**config.mk**
```make
export PLATFORM = sky130hd
export DESIGN_NAME = service_offer_phase_machine_flat
export DESIGN_NICKNAME = d
export VERILOG_FILES = /design/src/hw/rtl/sopm_pkg.sv /design/src/hw/rtl/sopm_req_if.sv /design/src/hw/rtl/sopm_send_if.sv /design/src/hw/rtl/service_offer_phase_machine.sv /design/src/hw/rtl/sopm_core.sv /design/src/hw/rtl/sopm_outq.sv /design/src/flat_wrapper.sv
export SDC_FILE = /design/constraint.sdc
export NUM_CORES = 1
export LEC_CHECK = 0
export BUFFER_PORTS_ARGS = -buffer_cell sky130_fd_sc_hd__buf_2
export CAP_MARGIN = 20
export CORE_MARGIN = 8
export CORE_UTILIZATION = 54
export CTS_BUF_LIST = sky130_fd_sc_hd__clkbuf_16
export DETAILED_ROUTE_END_ITERATION = 7
export MAX_ROUTING_LAYER = met4
export PLACE_DENSITY = 0.76
export SLEW_MARGIN = 20
export SYNTH_ARGS = -nofsm -noshare
export SYNTH_HDL_FRONTEND = slang
export SYNTH_SLANG_ARGS = --single-unit
```
**constraint.sdc**
```tcl
create_clock -name clk -period 3.7 [get_ports clk]
set_clock_uncertainty 0.1 [all_clocks]
set_input_delay 0.37 -clock clk [delete_from_list [all_inputs] [get_ports clk]]
set_output_delay 0.37 -clock clk [all_outputs]
set_load 0.01 [all_outputs]
```
**src/hw/rtl/sopm_pkg.sv**
```systemverilog
`timescale 1ns / 1ps

package sopm_pkg;

	localparam int DELAY_W = 24;
	localparam int COUNT_W = 8;
	localparam int ID_W    = 16;
	localparam int KIND_W  = 2;
	localparam int REQ_W   = 2;
	localparam int CFG_IDX_W = 2;

	// request codes
	localparam logic [REQ_W-1:0] REQ_TICK   = 2'd0;
	localparam logic [REQ_W-1:0] REQ_STATUS = 2'd1;
	localparam logic [REQ_W-1:0] REQ_FIND   = 2'd2;

	// send kinds
	localparam logic [KIND_W-1:0] KIND_DEFAULT = 2'd0;
	localparam logic [KIND_W-1:0] KIND_MULTI   = 2'd1;
	localparam logic [KIND_W-1:0] KIND_UNI     = 2'd2;

	// register indexes
	localparam logic [CFG_IDX_W-1:0] CFG_INITIAL_WAIT = 2'd0;
	localparam logic [CFG_IDX_W-1:0] CFG_REPEAT_DELAY = 2'd1;
	localparam logic [CFG_IDX_W-1:0] CFG_REPEAT_LIMIT = 2'd2;
	localparam logic [CFG_IDX_W-1:0] CFG_CYCLIC_DELAY = 2'd3;

	localparam logic [ID_W-1:0] ANY_ID = 16'hFFFF;

	// result queue
	localparam int OUTQ_DEPTH = 4;
	localparam int OUTQ_AW    = 2;

	typedef struct packed {
		logic [DELAY_W-1:0] initial_wait;
		logic [DELAY_W-1:0] repeat_delay;
		logic [COUNT_W-1:0] repeat_limit;
		logic [DELAY_W-1:0] cyclic_delay;
	} sopm_cfg_t;

	typedef struct packed {
		logic [KIND_W-1:0] send_kind;
		logic [ID_W-1:0]   out_service;
		logic [ID_W-1:0]   out_instance;
		logic [ID_W-1:0]   out_target;
		logic              last_send;
	} sopm_send_t;

	// up to two sends produced by one request
	typedef struct packed {
		logic       v0;
		logic       v1;
		sopm_send_t d0;
		sopm_send_t d1;
	} sopm_push_t;

	function automatic sopm_send_t bcast_send(input logic [KIND_W-1:0] kind);
		sopm_send_t s;
		s.send_kind    = kind;
		s.out_service  = ANY_ID;
		s.out_instance = ANY_ID;
		s.out_target   = '0;
		s.last_send    = 1'b0;
		return s;
	endfunction

endpackage

```
**src/hw/rtl/sopm_req_if.sv**
```systemverilog
`timescale 1ns / 1ps

interface sopm_req_if;
	import sopm_pkg::*;

	logic               valid;
	logic               ready;
	logic [REQ_W-1:0]   req_type;
	logic               net_ready;
	logic               group_started;
	logic               unicast_ok;
	logic [ID_W-1:0]    req_service;
	logic [ID_W-1:0]    req_instance;
	logic [ID_W-1:0]    requester;

	modport source (
		output valid, req_type, net_ready, group_started, unicast_ok,
		output req_service, req_instance, requester,
		input  ready
	);

	modport sink (
		input  valid, req_type, net_ready, group_started, unicast_ok,
		input  req_service, req_instance, requester,
		output ready
	);
endinterface

```
**src/hw/rtl/sopm_send_if.sv**
```systemverilog
`timescale 1ns / 1ps

interface sopm_send_if;
	import sopm_pkg::*;

	logic              valid;
	logic              ready;
	logic [KIND_W-1:0] send_kind;
	logic [ID_W-1:0]   out_service;
	logic [ID_W-1:0]   out_instance;
	logic [ID_W-1:0]   out_target;
	logic              last_send;

	modport source (
		output valid, send_kind, out_service, out_instance, out_target, last_send,
		input  ready
	);

	modport sink (
		input  valid, send_kind, out_service, out_instance, out_target, last_send,
		output ready
	);
endinterface

```
**src/hw/rtl/service_offer_phase_machine.sv**
```systemverilog
`timescale 1ns / 1ps

// Channel   Dir  Beat contents
// --------  ---  ------------------------------------------------------------
// req       in   req_type, net_ready, group_started, unicast_ok,
//                req_service, req_instance, requester
// send      out  send_kind, out_service, out_instance, out_target, last_send
// cfg_*     in   write-only register port: cfg_we, cfg_index, cfg_data
//
// A req beat lands in the input stage, is evaluated and pushed into a
// four-entry send queue; send beats go out from the head of that queue.
// One req beat per cycle is taken as long as each request makes at most
// one send and the send port keeps up; the sustained rate is set by the
// send port, one send beat per cycle. The input stage holds when fewer
// than two queue slots are free.
// arst_n clears phase (inactive), timer, repeat count, queue and registers.

module service_offer_phase_machine (
	input  logic                            clk,
	input  logic                            arst_n,
	input  logic                            cfg_we,
	input  logic [sopm_pkg::CFG_IDX_W-1:0]  cfg_index,
	input  logic [sopm_pkg::DELAY_W-1:0]    cfg_data,
	sopm_req_if.sink                        req,
	sopm_send_if.source                     send
);
	import sopm_pkg::*;

	sopm_cfg_t  cfg_q;
	sopm_push_t push;
	logic       room;

	// config is only to be written while the block is idle; the block does not enforce this
	always_ff @(posedge clk or negedge arst_n) begin
		if (!arst_n) begin
			cfg_q <= '0;
		end else if (cfg_we) begin
			case (cfg_index)
				CFG_INITIAL_WAIT: cfg_q.initial_wait <= cfg_data;
				CFG_REPEAT_DELAY: cfg_q.repeat_delay <= cfg_data;
				CFG_REPEAT_LIMIT: cfg_q.repeat_limit <= cfg_data[COUNT_W-1:0];
				CFG_CYCLIC_DELAY: cfg_q.cyclic_delay <= cfg_data;
				default: ;
			endcase
		end
	end

	// phase machine and timer
	sopm_core u_core (
		.clk    (clk),
		.arst_n (arst_n),
		.cfg    (cfg_q),
		.room   (room),
		.req    (req),
		.push   (push)
	);

	// send queue, takes up to two sends per cycle
	sopm_outq u_outq (
		.clk    (clk),
		.arst_n (arst_n),
		.push   (push),
		.room   (room),
		.send   (send)
	);

`ifndef SYNTHESIS
	// second send only ever follows a first
	a_push_order: assert property (@(posedge clk) disable iff (!arst_n)
		push.v1 |-> push.v0)
		else $error("second send without first");

	// core pushes only when the queue has two free slots
	a_push_room: assert property (@(posedge clk) disable iff (!arst_n)
		push.v0 |-> room)
		else $error("send pushed into full queue");

	// exactly the final send of a request carries last_send
	a_push_last: assert property (@(posedge clk) disable iff (!arst_n)
		(push.v0 && push.v1) |-> (push.d1.last_send && !push.d0.last_send))
		else $error("last_send misplaced on two-send request");

	a_push_single: assert property (@(posedge clk) disable iff (!arst_n)
		(push.v0 && !push.v1) |-> push.d0.last_send)
		else $error("single send lacks last_send");
`endif

endmodule

```
**src/hw/rtl/sopm_core.sv**
```systemverilog
`timescale 1ns / 1ps

module sopm_core (
	input  logic                   clk,
	input  logic                   arst_n,
	input  sopm_pkg::sopm_cfg_t    cfg,
	input  logic                   room,
	sopm_req_if.sink               req,
	output sopm_pkg::sopm_push_t   push
);
	import sopm_pkg::*;

	typedef enum logic [1:0] {
		PH_INACTIVE,
		PH_INITIAL,
		PH_REPEAT,
		PH_ANNOUNCE
	} phase_t;

	// input stage
	logic               valid_s1;
	logic [REQ_W-1:0]   type_s1;
	logic               up_s1;
	logic               uni_s1;
	logic [ID_W-1:0]    svc_s1;
	logic [ID_W-1:0]    inst_s1;
	logic [ID_W-1:0]    who_s1;

	// phase machine state
	phase_t             phase_q, phase_n;
	logic [COUNT_W-1:0] rcount_q, rcount_n;
	logic [DELAY_W-1:0] time_q, time_n;
	logic               run_q, run_n;

	logic       advance;
	logic       take;
	logic       pre_v;
	sopm_send_t pre_d;
	logic       enter_rep;
	logic       enter_ann;
	sopm_send_t ent_d;

	assign advance   = valid_s1 & room;
	assign req.ready = ~valid_s1 | room;
	assign take      = req.valid & req.ready;

	always_comb begin
		phase_n   = phase_q;
		rcount_n  = rcount_q;
		time_n    = time_q;
		run_n     = run_q;
		pre_v     = 1'b0;
		pre_d     = bcast_send(KIND_DEFAULT);
		enter_rep = 1'b0;
		enter_ann = 1'b0;

		case (type_s1)
			REQ_TICK: begin
				if (run_q) begin
					if (time_q <= DELAY_W'(1)) begin
						time_n = '0;
						run_n  = 1'b0;
						case (phase_q)
							PH_INITIAL: begin
								if (cfg.repeat_limit != '0) enter_rep = 1'b1;
								else enter_ann = 1'b1;
							end
							PH_REPEAT: begin
								if (rcount_q == cfg.repeat_limit) begin
									enter_ann = 1'b1;
								end else begin
									rcount_n  = rcount_q + COUNT_W'(1);
									enter_rep = 1'b1;
								end
							end
							PH_ANNOUNCE: enter_ann = 1'b1;
							default: ;
						endcase
					end else begin
						time_n = time_q - DELAY_W'(1);
					end
				end
			end
			REQ_STATUS: begin
				if (phase_q == PH_INACTIVE) begin
					if (up_s1) begin
						phase_n = PH_INITIAL;
						time_n  = cfg.initial_wait;
						run_n   = 1'b1;
					end
				end else if (!up_s1) begin
					run_n    = 1'b0;
					time_n   = '0;
					pre_v    = 1'b1;
					phase_n  = PH_INACTIVE;
					rcount_n = '0;
				end
			end
			REQ_FIND: begin
				if (phase_q == PH_REPEAT) begin
					pre_v     = 1'b1;
					enter_rep = 1'b1;
				end else if (phase_q == PH_ANNOUNCE) begin
					pre_v = 1'b1;
					// unicast only while more than half the cycle remains
					if (uni_s1 && (time_q > {1'b0, cfg.cyclic_delay[DELAY_W-1:1]})) begin
						pre_d.send_kind    = KIND_UNI;
						pre_d.out_service  = svc_s1;
						pre_d.out_instance = inst_s1;
						pre_d.out_target   = who_s1;
					end else begin
						pre_d = bcast_send(KIND_MULTI);
					end
					enter_ann = 1'b1;
				end
			end
			default: ;
		endcase

		ent_d = bcast_send(enter_ann ? KIND_MULTI : KIND_DEFAULT);
		if (enter_rep) begin
			phase_n = PH_REPEAT;
			time_n  = cfg.repeat_delay;
			run_n   = 1'b1;
		end else if (enter_ann) begin
			phase_n = PH_ANNOUNCE;
			time_n  = cfg.cyclic_delay;
			run_n   = 1'b1;
		end

		push = '0;
		if (advance) begin
			if (pre_v) begin
				push.v0 = 1'b1;
				push.d0 = pre_d;
				push.v1 = enter_rep | enter_ann;
				push.d1 = ent_d;
				push.d0.last_send = ~(enter_rep | enter_ann);
				push.d1.last_send = 1'b1;
			end else begin
				push.v0 = enter_rep | enter_ann;
				push.d0 = ent_d;
				push.d0.last_send = 1'b1;
			end
		end
	end

	always_ff @(posedge clk or negedge arst_n) begin
		if (!arst_n) begin
			valid_s1 <= 1'b0;
			phase_q  <= PH_INACTIVE;
			rcount_q <= '0;
			time_q   <= '0;
			run_q    <= 1'b0;
		end else begin
			if (req.ready) valid_s1 <= req.valid;
			if (advance) begin
				phase_q  <= phase_n;
				rcount_q <= rcount_n;
				time_q   <= time_n;
				run_q    <= run_n;
			end
		end
	end

	always_ff @(posedge clk) begin
		if (take) begin
			type_s1 <= req.req_type;
			up_s1   <= req.net_ready & req.group_started;
			uni_s1  <= req.unicast_ok;
			svc_s1  <= req.req_service;
			inst_s1 <= req.req_instance;
			who_s1  <= req.requester;
		end
	end

endmodule

```
**src/hw/rtl/sopm_outq.sv**
```systemverilog
`timescale 1ns / 1ps

module sopm_outq (
	input  logic                 clk,
	input  logic                 arst_n,
	input  sopm_pkg::sopm_push_t push,
	output logic                 room,
	sopm_send_if.source          send
);
	import sopm_pkg::*;

	sopm_send_t           mem [OUTQ_DEPTH];
	logic [OUTQ_AW-1:0]   wr_q;
	logic [OUTQ_AW-1:0]   rd_q;
	logic [OUTQ_AW:0]     cnt_q;
	logic [1:0]           n_push;
	logic                 pop;
	sopm_send_t           head;

	assign n_push = {1'b0, push.v0} + {1'b0, push.v1};
	// two free slots needed, one request can make two sends
	assign room   = cnt_q <= (OUTQ_AW + 1)'(OUTQ_DEPTH - 2);
	assign pop    = send.valid & send.ready;

	assign head              = mem[rd_q];
	assign send.valid        = cnt_q != '0;
	assign send.send_kind    = head.send_kind;
	assign send.out_service  = head.out_service;
	assign send.out_instance = head.out_instance;
	assign send.out_target   = head.out_target;
	assign send.last_send    = head.last_send;

	always_ff @(posedge clk or negedge arst_n) begin
		if (!arst_n) begin
			wr_q  <= '0;
			rd_q  <= '0;
			cnt_q <= '0;
		end else begin
			wr_q  <= wr_q + OUTQ_AW'(n_push);
			rd_q  <= rd_q + OUTQ_AW'(pop);
			cnt_q <= cnt_q + (OUTQ_AW + 1)'(n_push) - (OUTQ_AW + 1)'(pop);
		end
	end

	always_ff @(posedge clk) begin
		if (push.v0) mem[wr_q] <= push.d0;
		if (push.v1) mem[wr_q + OUTQ_AW'(1)] <= push.d1;
	end

endmodule
```
**src/flat_wrapper.sv**
```systemverilog
// flat-port wrapper written by rule: the top's interface ports become plain ports
module service_offer_phase_machine_flat import sopm_pkg::*;
  (clk, arst_n, cfg_we, cfg_index, cfg_data, req_valid, req_req_type, req_net_ready, req_group_started, req_unicast_ok, req_req_service, req_req_instance, req_requester, req_ready, send_valid, send_send_kind, send_out_service, send_out_instance, send_out_target, send_last_send, send_ready);
  sopm_req_if req_i ();
  sopm_send_if send_i ();
  input  logic clk;
  input  logic arst_n;
  input  logic cfg_we;
  input  logic [sopm_pkg::CFG_IDX_W-1:0] cfg_index;
  input  logic [sopm_pkg::DELAY_W-1:0] cfg_data;
  input wire logic [$bits(req_i.valid)-1:0] req_valid;
  input wire logic [$bits(req_i.req_type)-1:0] req_req_type;
  input wire logic [$bits(req_i.net_ready)-1:0] req_net_ready;
  input wire logic [$bits(req_i.group_started)-1:0] req_group_started;
  input wire logic [$bits(req_i.unicast_ok)-1:0] req_unicast_ok;
  input wire logic [$bits(req_i.req_service)-1:0] req_req_service;
  input wire logic [$bits(req_i.req_instance)-1:0] req_req_instance;
  input wire logic [$bits(req_i.requester)-1:0] req_requester;
  output wire logic [$bits(req_i.ready)-1:0] req_ready;
  output wire logic [$bits(send_i.valid)-1:0] send_valid;
  output wire logic [$bits(send_i.send_kind)-1:0] send_send_kind;
  output wire logic [$bits(send_i.out_service)-1:0] send_out_service;
  output wire logic [$bits(send_i.out_instance)-1:0] send_out_instance;
  output wire logic [$bits(send_i.out_target)-1:0] send_out_target;
  output wire logic [$bits(send_i.last_send)-1:0] send_last_send;
  input wire logic [$bits(send_i.ready)-1:0] send_ready;
  assign req_i.valid = req_valid;
  assign req_i.req_type = req_req_type;
  assign req_i.net_ready = req_net_ready;
  assign req_i.group_started = req_group_started;
  assign req_i.unicast_ok = req_unicast_ok;
  assign req_i.req_service = req_req_service;
  assign req_i.req_instance = req_req_instance;
  assign req_i.requester = req_requester;
  assign req_ready = req_i.ready;
  assign send_valid = send_i.valid;
  assign send_send_kind = send_i.send_kind;
  assign send_out_service = send_i.out_service;
  assign send_out_instance = send_i.out_instance;
  assign send_out_target = send_i.out_target;
  assign send_last_send = send_i.last_send;
  assign send_i.ready = send_ready;
  service_offer_phase_machine u_core (.clk(clk), .arst_n(arst_n), .cfg_we(cfg_we), .cfg_index(cfg_index), .cfg_data(cfg_data), .req(req_i), .send(send_i));
endmodule
```
==> qor.yml, run 1 <==
power:
  combinationalPowerShare: 0.234
  vdd_ir_drop_max_v: 0.000509
  pwr-share-clk: 0.315
  p_sw_mw: 3.79
  leakage_nw: 8.02
  p_per_area_nw_per_um2: 625
  p_int_mw: 8.79
  p_sw_frac: 0.301
  power_frac_seq: 0.450
critical_path:
  r2r_start: "u_core.u_core.time_q[23]$_DFFE_PN0P_"
  cpLargestDelayFamily: "simple AND/OR/NAND/NOR gates"
  cp_slowest_stage_delay_ps: 690
  worst_path_most_repeated_cell: "buf_4"
  critPathMaxFanout: 37
  worst-path-buf-inv: 2
  worstPathRequired_ps: 4050
  regToRegEndpoint: "u_core.u_outq.mem[0][1]$_SDFFE_PP0N_"
  crit_start: "u_core.u_core.time_q[23]$_DFFE_PN0P_"
  cp_data_arrival_time_ps: 3890
  critPathSlowestCell: "nor2_2"
  ff2ff_path_depth: 9
  reg2reg_slack_ps: 160
  crit_type: "reg2reg"
  end_kind: "register"
  crit_chain: "nor4_1, and4_1, a32oi_4, nor2_4, buf_4, o211ai_2, buf_4, nor2_2, a22o_1"
  crit_end: "u_core.u_outq.mem[0][1]$_SDFFE_PP0N_"
  path_depth: 9
  start_kind: "register"
clock_tree:
  worstSkewPairLatency_ps: 540
  htree_levels: 2
  postCtsSetupBuffers: 0
  clock_sinks: 379
  cts_tree: "built"
  path_clk_slew_ps: 60
  numCtsBuffers: 41
  cts-root-buf: "clkbuf_16"
  cts_max_path_buffers: 3
route:
  drt_iter0_markers: 1012
  avgRoutedWirePerCell_microns: 22.3
  first_pass_iters: 5
  vias: 11800
  via_per_inst: 6.24
  wirelength_mm: 42.2
  drc_errors: 0
  antenna_left: 0
yosys:
  ys_warn_count: 0
  yosysTopAreaCellShare: 0.333
  syn_nets: 1381
  synth_area_leader_cell: "edfxtp_1"
  postSynthCellCount: 1256
  ys.flop_type: "edfxtp_1"
  synth_area_per_cell_sq_um: 13.5
  ys_types: 70
  seq_area_frac_synth: 0.595
  ys_top_cells_by_count: "edfxtp_1 (188), o21ai_0 (178), dfrtp_1 (123)"
  ys_seq_elements: 379
  synth.area.top_cells: "edfxtp_1 (33%), dfrtp_1 (18%), dfxtp_1 (8.0%)"
  synth_area_sq_um: 17000
  synth-edff-count: 188
  yosysMostFrequentCell: "edfxtp_1"
  synth-async-reset-ratio: 0.325
place:
  pre_cts_ws_ps: 217
  placed_cell_area_sq_um: 18200
  dp_hpwl_mm: 25.6
  portBuffers: 136
  gp_congestion: 0.869
sta:
  slew_violations: 0
  finalSetupViolations: 0
  fin_ws_ps: 156
  holdWs_ps: 15.7
  slew_headroom: 0.371
  layout_min_cycle_time_ps: 3540
  tightest_slew_ps: 942
  fin_crit_sh: 0.958
  setup_tns_ps: 0
  fmax_ghz: 0.282
  hold_viol_final: 0
  grt_setup_unrepaired: "yes"
layout:
  nNetsFinal: 1581
  postLayoutCoreUtil: 0.644
  multi_input_area_sq_um: 6350
  seq_area_sq_um: 10100
  area_growth_syn_to_layout_pct: 18.6
  final_layout_size_suffix_gt1_frac: 0.286
  fillers: 2313
  postLayoutCellArea_sq_um: 20100
  antenna_cells: 0
min_path:
  min-delay-start: "cfg_data[5]"
  hold_path.class: "in2reg"
floorplanning:
  initial_core_util: 0.543
  die_x_microns: 193
  io_pins: 137
  die_h_microns: 193
  dieArea_sq_um: 37300
  core_sq_um: 31200
  rows: 65
grt:
  grt.busiest_layer: "met2"
  grt_first_pass_wirelength_mm: 67.2
  grt_overflow: 0
  grt_use_total: 0.228
  met3_usage: 0.0368
  grt_use_met2: 0.367
  antenna_found_initial: 0
  grt_pass1_vias: 12100
  grt_max_degree: 73
  use_met1: 0.297
outcome:
  status: "finished, final reports clean"
run:
  cap_viol_max_count: 0
## sequential cells by signal, indices dropped and copies added, names as in the netlist, 2 cells and up
register / count
u_core.u_core.time_q: 24
u_core.cfg_q: 80
u_core.u_outq.wr_q: 2
u_core.u_core.type_s1: 2
u_core.u_core.phase_q: 2
u_core.u_outq.mem: 204
u_core.u_outq.rd_q: 2
u_core.u_outq.cnt_q: 3
u_core.u_core.who_s1: 16
u_core.u_core.svc_s1: 16
u_core.u_core.inst_s1: 16
u_core.u_core.rcount_q: 8
## power groups by stage
| stage | combinational [mW] | sequential (mW) | clock [mW] |
|---|---|---|---|
| after global placement | 2.82 | 5.71 | 0 |
| after detailed placement | 2.89 | 5.73 | 0 |
| after CTS | 2.97 | 5.66 | 4.03 |
| after floorplan | 2.20 | 5.39 | 0 |
| final | 2.95 | 5.67 | 3.97 |
| after global routing | 3.21 | 5.74 | 4.19 |
## final cells by class
class,count,area share
Sequential cell,379,0.501
Timing Repair Buffer,240,0.0848
Clock buffer,43,0.0535
Tap cell,402,0.0250
Multi-Input combinational cell,749,0.315
Inverter,45,0.00839
Clock inverter,32,0.0116
## layout by cell type (no fill, tap or decap), drive strengths merged, types with 11 or more instances in the layout
master         n
a21oi         18
a221oi        24
a22o          65
and2          11
buf          178
clkbuf        43
clkinv        16
dfrtp        123
dfxtp         68
dlygate4sd3   62
edfxtp       188
ha            40
inv           57
mux2          80
mux4          51
nand2         23
nor2          83
nor4          13
o21ai        183
o221a         24
xnor2         12
xor2          20
## worst register-to-register path, stage by stage (launching register included)
cell and delay (ps):
dfrtp_1 430, nor4_1 490, and4_1 400, a32oi_4 160, nor2_4 120, buf_4 450, o211ai_2 150, buf_4 230
nor2_2 690, a22o_1 250
## routing by layer
metal  vias to the layer above  part of all wire
met5                         -                 0
met4                         0             0.023
met3                        75             0.070
met2                       529              0.49
met1                      5951              0.42
li1                       5230                 -
## cell families (layout without fill, tap and decap cells)
logic type / after synthesis / after routing / share of synthesized area
AO/OA/AOI/OAI: 357 / 357 / 0.146
XOR/XNOR: 32 / 32 / 0.0165
buffers and inverters: 128 / 360 / 0.0322
multiplexers: 131 / 131 / 0.121
adder cells (fa/ha/maj): 41 / 41 / 0.0307
flip-flops: 379 / 379 / 0.595
AND/OR/NAND/NOR: 188 / 188 / 0.0589
## through the flow
step,power (mW),std cells
2_1_floorplan,7.59,1256
5_1_grt,13.1,1890
3_5_place_dp,8.62,1753
6_report,12.6,1890
4_1_cts,12.7,1890
3_3_place_gp,8.53,1753
## worst min-delay path by stage
stage | endpoint | slack [ps] | cells past startpoint
finish | u_core.cfg_q[29]$_DFFE_PN0P_ | 20 | 2
global route | u_core.cfg_q[44]$_DFFE_PN0P_ | 6 | 2
CTS | u_core.cfg_q[45]$_DFFE_PN0P_ | 5 | 2
detailed placement | u_core.u_outq.mem[0][50]$_SDFFE_PP0N_ | 340 | 1
global placement | u_core.u_outq.mem[0][50]$_SDFFE_PP0N_ | 330 | 1
floorplan | u_core.cfg_q[0]$_DFFE_PN0P_ | -30 | 0
## timing repair
action / 4_1_cts / 5_1_grt
gates resized for setup: 0 / 0
hold buffers: 62 / 0
endpoints found under the setup margin: 0 / 2
hold endpoints to repair: 128 / 0
Power figures use the tool's default switching activity.
==> inputs of run 2 (changes only) <==
--- a/config.mk
+++ b/config.mk
@@ -9,7 +9,6 @@
 export CAP_MARGIN = 20
 export CORE_MARGIN = 8
 export CORE_UTILIZATION = 54
-export CTS_BUF_LIST = sky130_fd_sc_hd__clkbuf_16
 export DETAILED_ROUTE_END_ITERATION = 7
 export MAX_ROUTING_LAYER = met4
 export PLACE_DENSITY = 0.76
==> qor.yml, run 2 (synthesis gave the netlist of run 1 again) <==
layout:
  top_register: "u_core.u_outq.mem"
  antenna_cells: 0  # unchanged
  final_cell_mix: "edfxtp_1 (188), o21ai_0 (178), buf_2 (135), dfrtp_1 (121), mux2_2 (80)"
  mostFrequentLayoutCell: "edfxtp_1"
  nNetsFinal: 1581  # unchanged
  largestRegisters: "u_core.u_outq.mem x204, u_core.cfg_q x80, u_core.u_core.time_q x24"
  final_cells: 1890  # unchanged
  area_growth_syn_to_layout_pct: 18.8
  final_layout_size_suffix_gt1_frac: 0.288  # +0.00202
  largest_register_ffs: 204  # unchanged
floorplanning:
  rows: 65  # unchanged
  core_sq_um: 31200  # unchanged
  initial_core_util: 0.543  # unchanged
  die_h_microns: 193  # unchanged
  die_x_microns: 193  # unchanged
  io_pins: 137  # unchanged
  dieArea_sq_um: 37300  # unchanged
critical_path:
  r2r_start: "u_core.u_core.time_q[23]$_DFFE_PN0P_"
  crit_chain: "nor4_1, and4_1, a32oi_4, nor2_4, buf_4, o211ai_2, buf_4, nor2_2, a22o_1"
  cpLargestDelayFamily: "simple AND/OR/NAND/NOR gates"
  worstPathRequired_ps: 4050  # about the same
  regToRegEndpoint: "u_core.u_outq.mem[0][1]$_SDFFE_PP0N_"
  worst_path_most_repeated_cell: "buf_4"
  crit_type: "reg2reg"
  end_kind: "register"
  start_kind: "register"
  critPathSlowestCell: "nor2_2"
  ff2ff_path_depth: 9  # unchanged
  worst-path-buf-inv: 2  # unchanged
  critPathMaxFanout: 37  # unchanged
  cp_slowest_stage_delay_ps: 690  # about the same
  reg2reg_slack_ps: 150  # about the same
  cp_data_arrival_time_ps: 3910  # +20 ps
route:
  via_per_inst: 6.23  # about the same
  drc_errors: 0  # unchanged
  vias: 11800  # -0.085%
  drt_iter0_markers: 1001  # -1.1%
  first_pass_iters: 5  # unchanged
  avgRoutedWirePerCell_microns: 22.4  # +0.19%
  wirelength_mm: 42.3  # +0.19%
  antenna_left: 0  # unchanged
sta:
  holdWs_ps: 13.4  # -2.37 ps
  fmax_ghz: 0.281  # -0.31%
  slew_headroom: 0.383  # +0.0122
  setup_tns_ps: 0  # unchanged
  grt_setup_unrepaired: "yes"
  fin_crit_sh: 0.961  # +0.00300
  slew_violations: 0  # unchanged
  hold_viol_final: 0  # unchanged
  finalSetupViolations: 0  # unchanged
  layout_min_cycle_time_ps: 3550  # +11.1 ps
  tightest_slew_ps: 923  # -19.5 ps
clock_tree:
  htree_levels: 2  # unchanged
  numCtsBuffers: 41  # unchanged
  cts_tree: "built"
  clock_sinks: 379  # unchanged
  cts_max_path_buffers: 3  # unchanged
  cts.repair.resized: 0  # unchanged
  worstSkewPairLatency_ps: 540  # about the same
  cts-root-buf: "clkbuf_16"
  path_clk_slew_ps: 60  # about the same
grt:
  grt_first_pass_wirelength_mm: 67.3  # +0.12%
  grt_overflow: 0  # unchanged
  grt_pass1_vias: 12100  # +0.049%
  antenna_found_initial: 0  # unchanged
  grt_max_degree: 73  # unchanged
  grt_use_total: 0.228  # +0.000672
power:
  power_mw: 12.7  # +0.75%
  p_per_area_nw_per_um2: 629  # +0.60%
  vdd_ir_drop_max_v: 0.000511  # +0.34%
  leakage_nw: 8.00  # -0.26%
min_path:
  min_path_cells: 2  # unchanged
  min-delay-start: "cfg_data[5]"
  holdPathEnd: "u_core.cfg_q[29]$_DFFE_PN0P_"
  hold_path.class: "in2reg"
place:
  dp_cells: 1753  # unchanged
  dp_hpwl_mm: 25.6  # unchanged
  portBuffers: 136  # unchanged
  gp_congestion: 0.869  # unchanged
outcome:
  status: "finished, final reports clean"
run:
  cap_viol_max_count: 0  # unchanged
[run 2: cell types whose count changed in the layout (fill, tap and decap cells not counted)]
cell / change
inv_1: -9
clkinv_1: -3
clkbuf_8: +3
clkbuf_1: +9
[run 2: area by class of cell]
class	count	area, sq um
sequential	379	10100
multi-input combinational	749	6350
clock inverter	20	189
clock buffer	55	1150
fill	2308	11100
timing repair buffer	240	1710
inverter	45	169
tap	402	503
[run 2: power by group]
group	internal (mW)	total (mW)	switching (mW)
Sequential	4.96	5.66	0.702
Clock	2.41	4.06	1.65
Combinational	1.51	2.95	1.44
[run 2: worst max path at each step]
| stage | startpoint | endpoint | cells after the start |
|---|---|---|---|
| detailed placement | u_core.u_core.time_q[23]$_DFFE_PN0P_ | u_core.u_outq.mem[0][13]$_SDFFE_PP0N_ | 9 |
| CTS | u_core.u_core.time_q[23]$_DFFE_PN0P_ | u_core.u_outq.mem[0][13]$_SDFFE_PP0N_ | 9 |
| floorplan | u_core.u_core.time_q[0]$_DFFE_PN0P_ | u_core.u_outq.cnt_q[2]$_DFF_PN0_ | 17 |
| global route | u_core.u_core.time_q[23]$_DFFE_PN0P_ | u_core.u_outq.mem[0][4]$_SDFFE_PP0N_ | 9 |
| finish | u_core.u_core.time_q[23]$_DFFE_PN0P_ | u_core.u_outq.mem[0][1]$_SDFFE_PP0N_ | 9 |
| global placement | u_core.u_core.time_q[0]$_DFFE_PN0P_ | u_core.u_outq.cnt_q[2]$_DFF_PN0_ | 15 |
[run 2: metrics by stage]
step	utilization	setup WS (ps)	area, sq um
6_report	0.645	145	20200
5_1_grt	0.645	-5.89	20200
4_1_cts	0.645	186	20200
3_5_place_dp	0.583	217	18200
3_3_place_gp	0.583	317	18200
2_1_floorplan	-	167	17000
[run 2: worst reg2reg max path, delay by kind of cell, from the launching register on]
family          cells  cell delay, ps
compound gates      3             540
buf+inv             2             670
flops               1             430
simple gates        4            1720
[run 2: routing by layer]
layer,routed length (microns),up-vias,global-route usage,share of wire
li1,-,5222,-,-
met1,17900,5990,0.299,0.42
met2,20400,485,0.366,0.48
met3,2930,78,0.0375,0.069
met4,980,0,0.0667,0.023
met5,0,-,-,0
[run 2: repair_timing]
action	4_1_cts	5_1_grt
buffers inserted	0	0
hold buffers	62	0
endpoints found under the hold margin	126	0
setup endpoints to repair	0	1
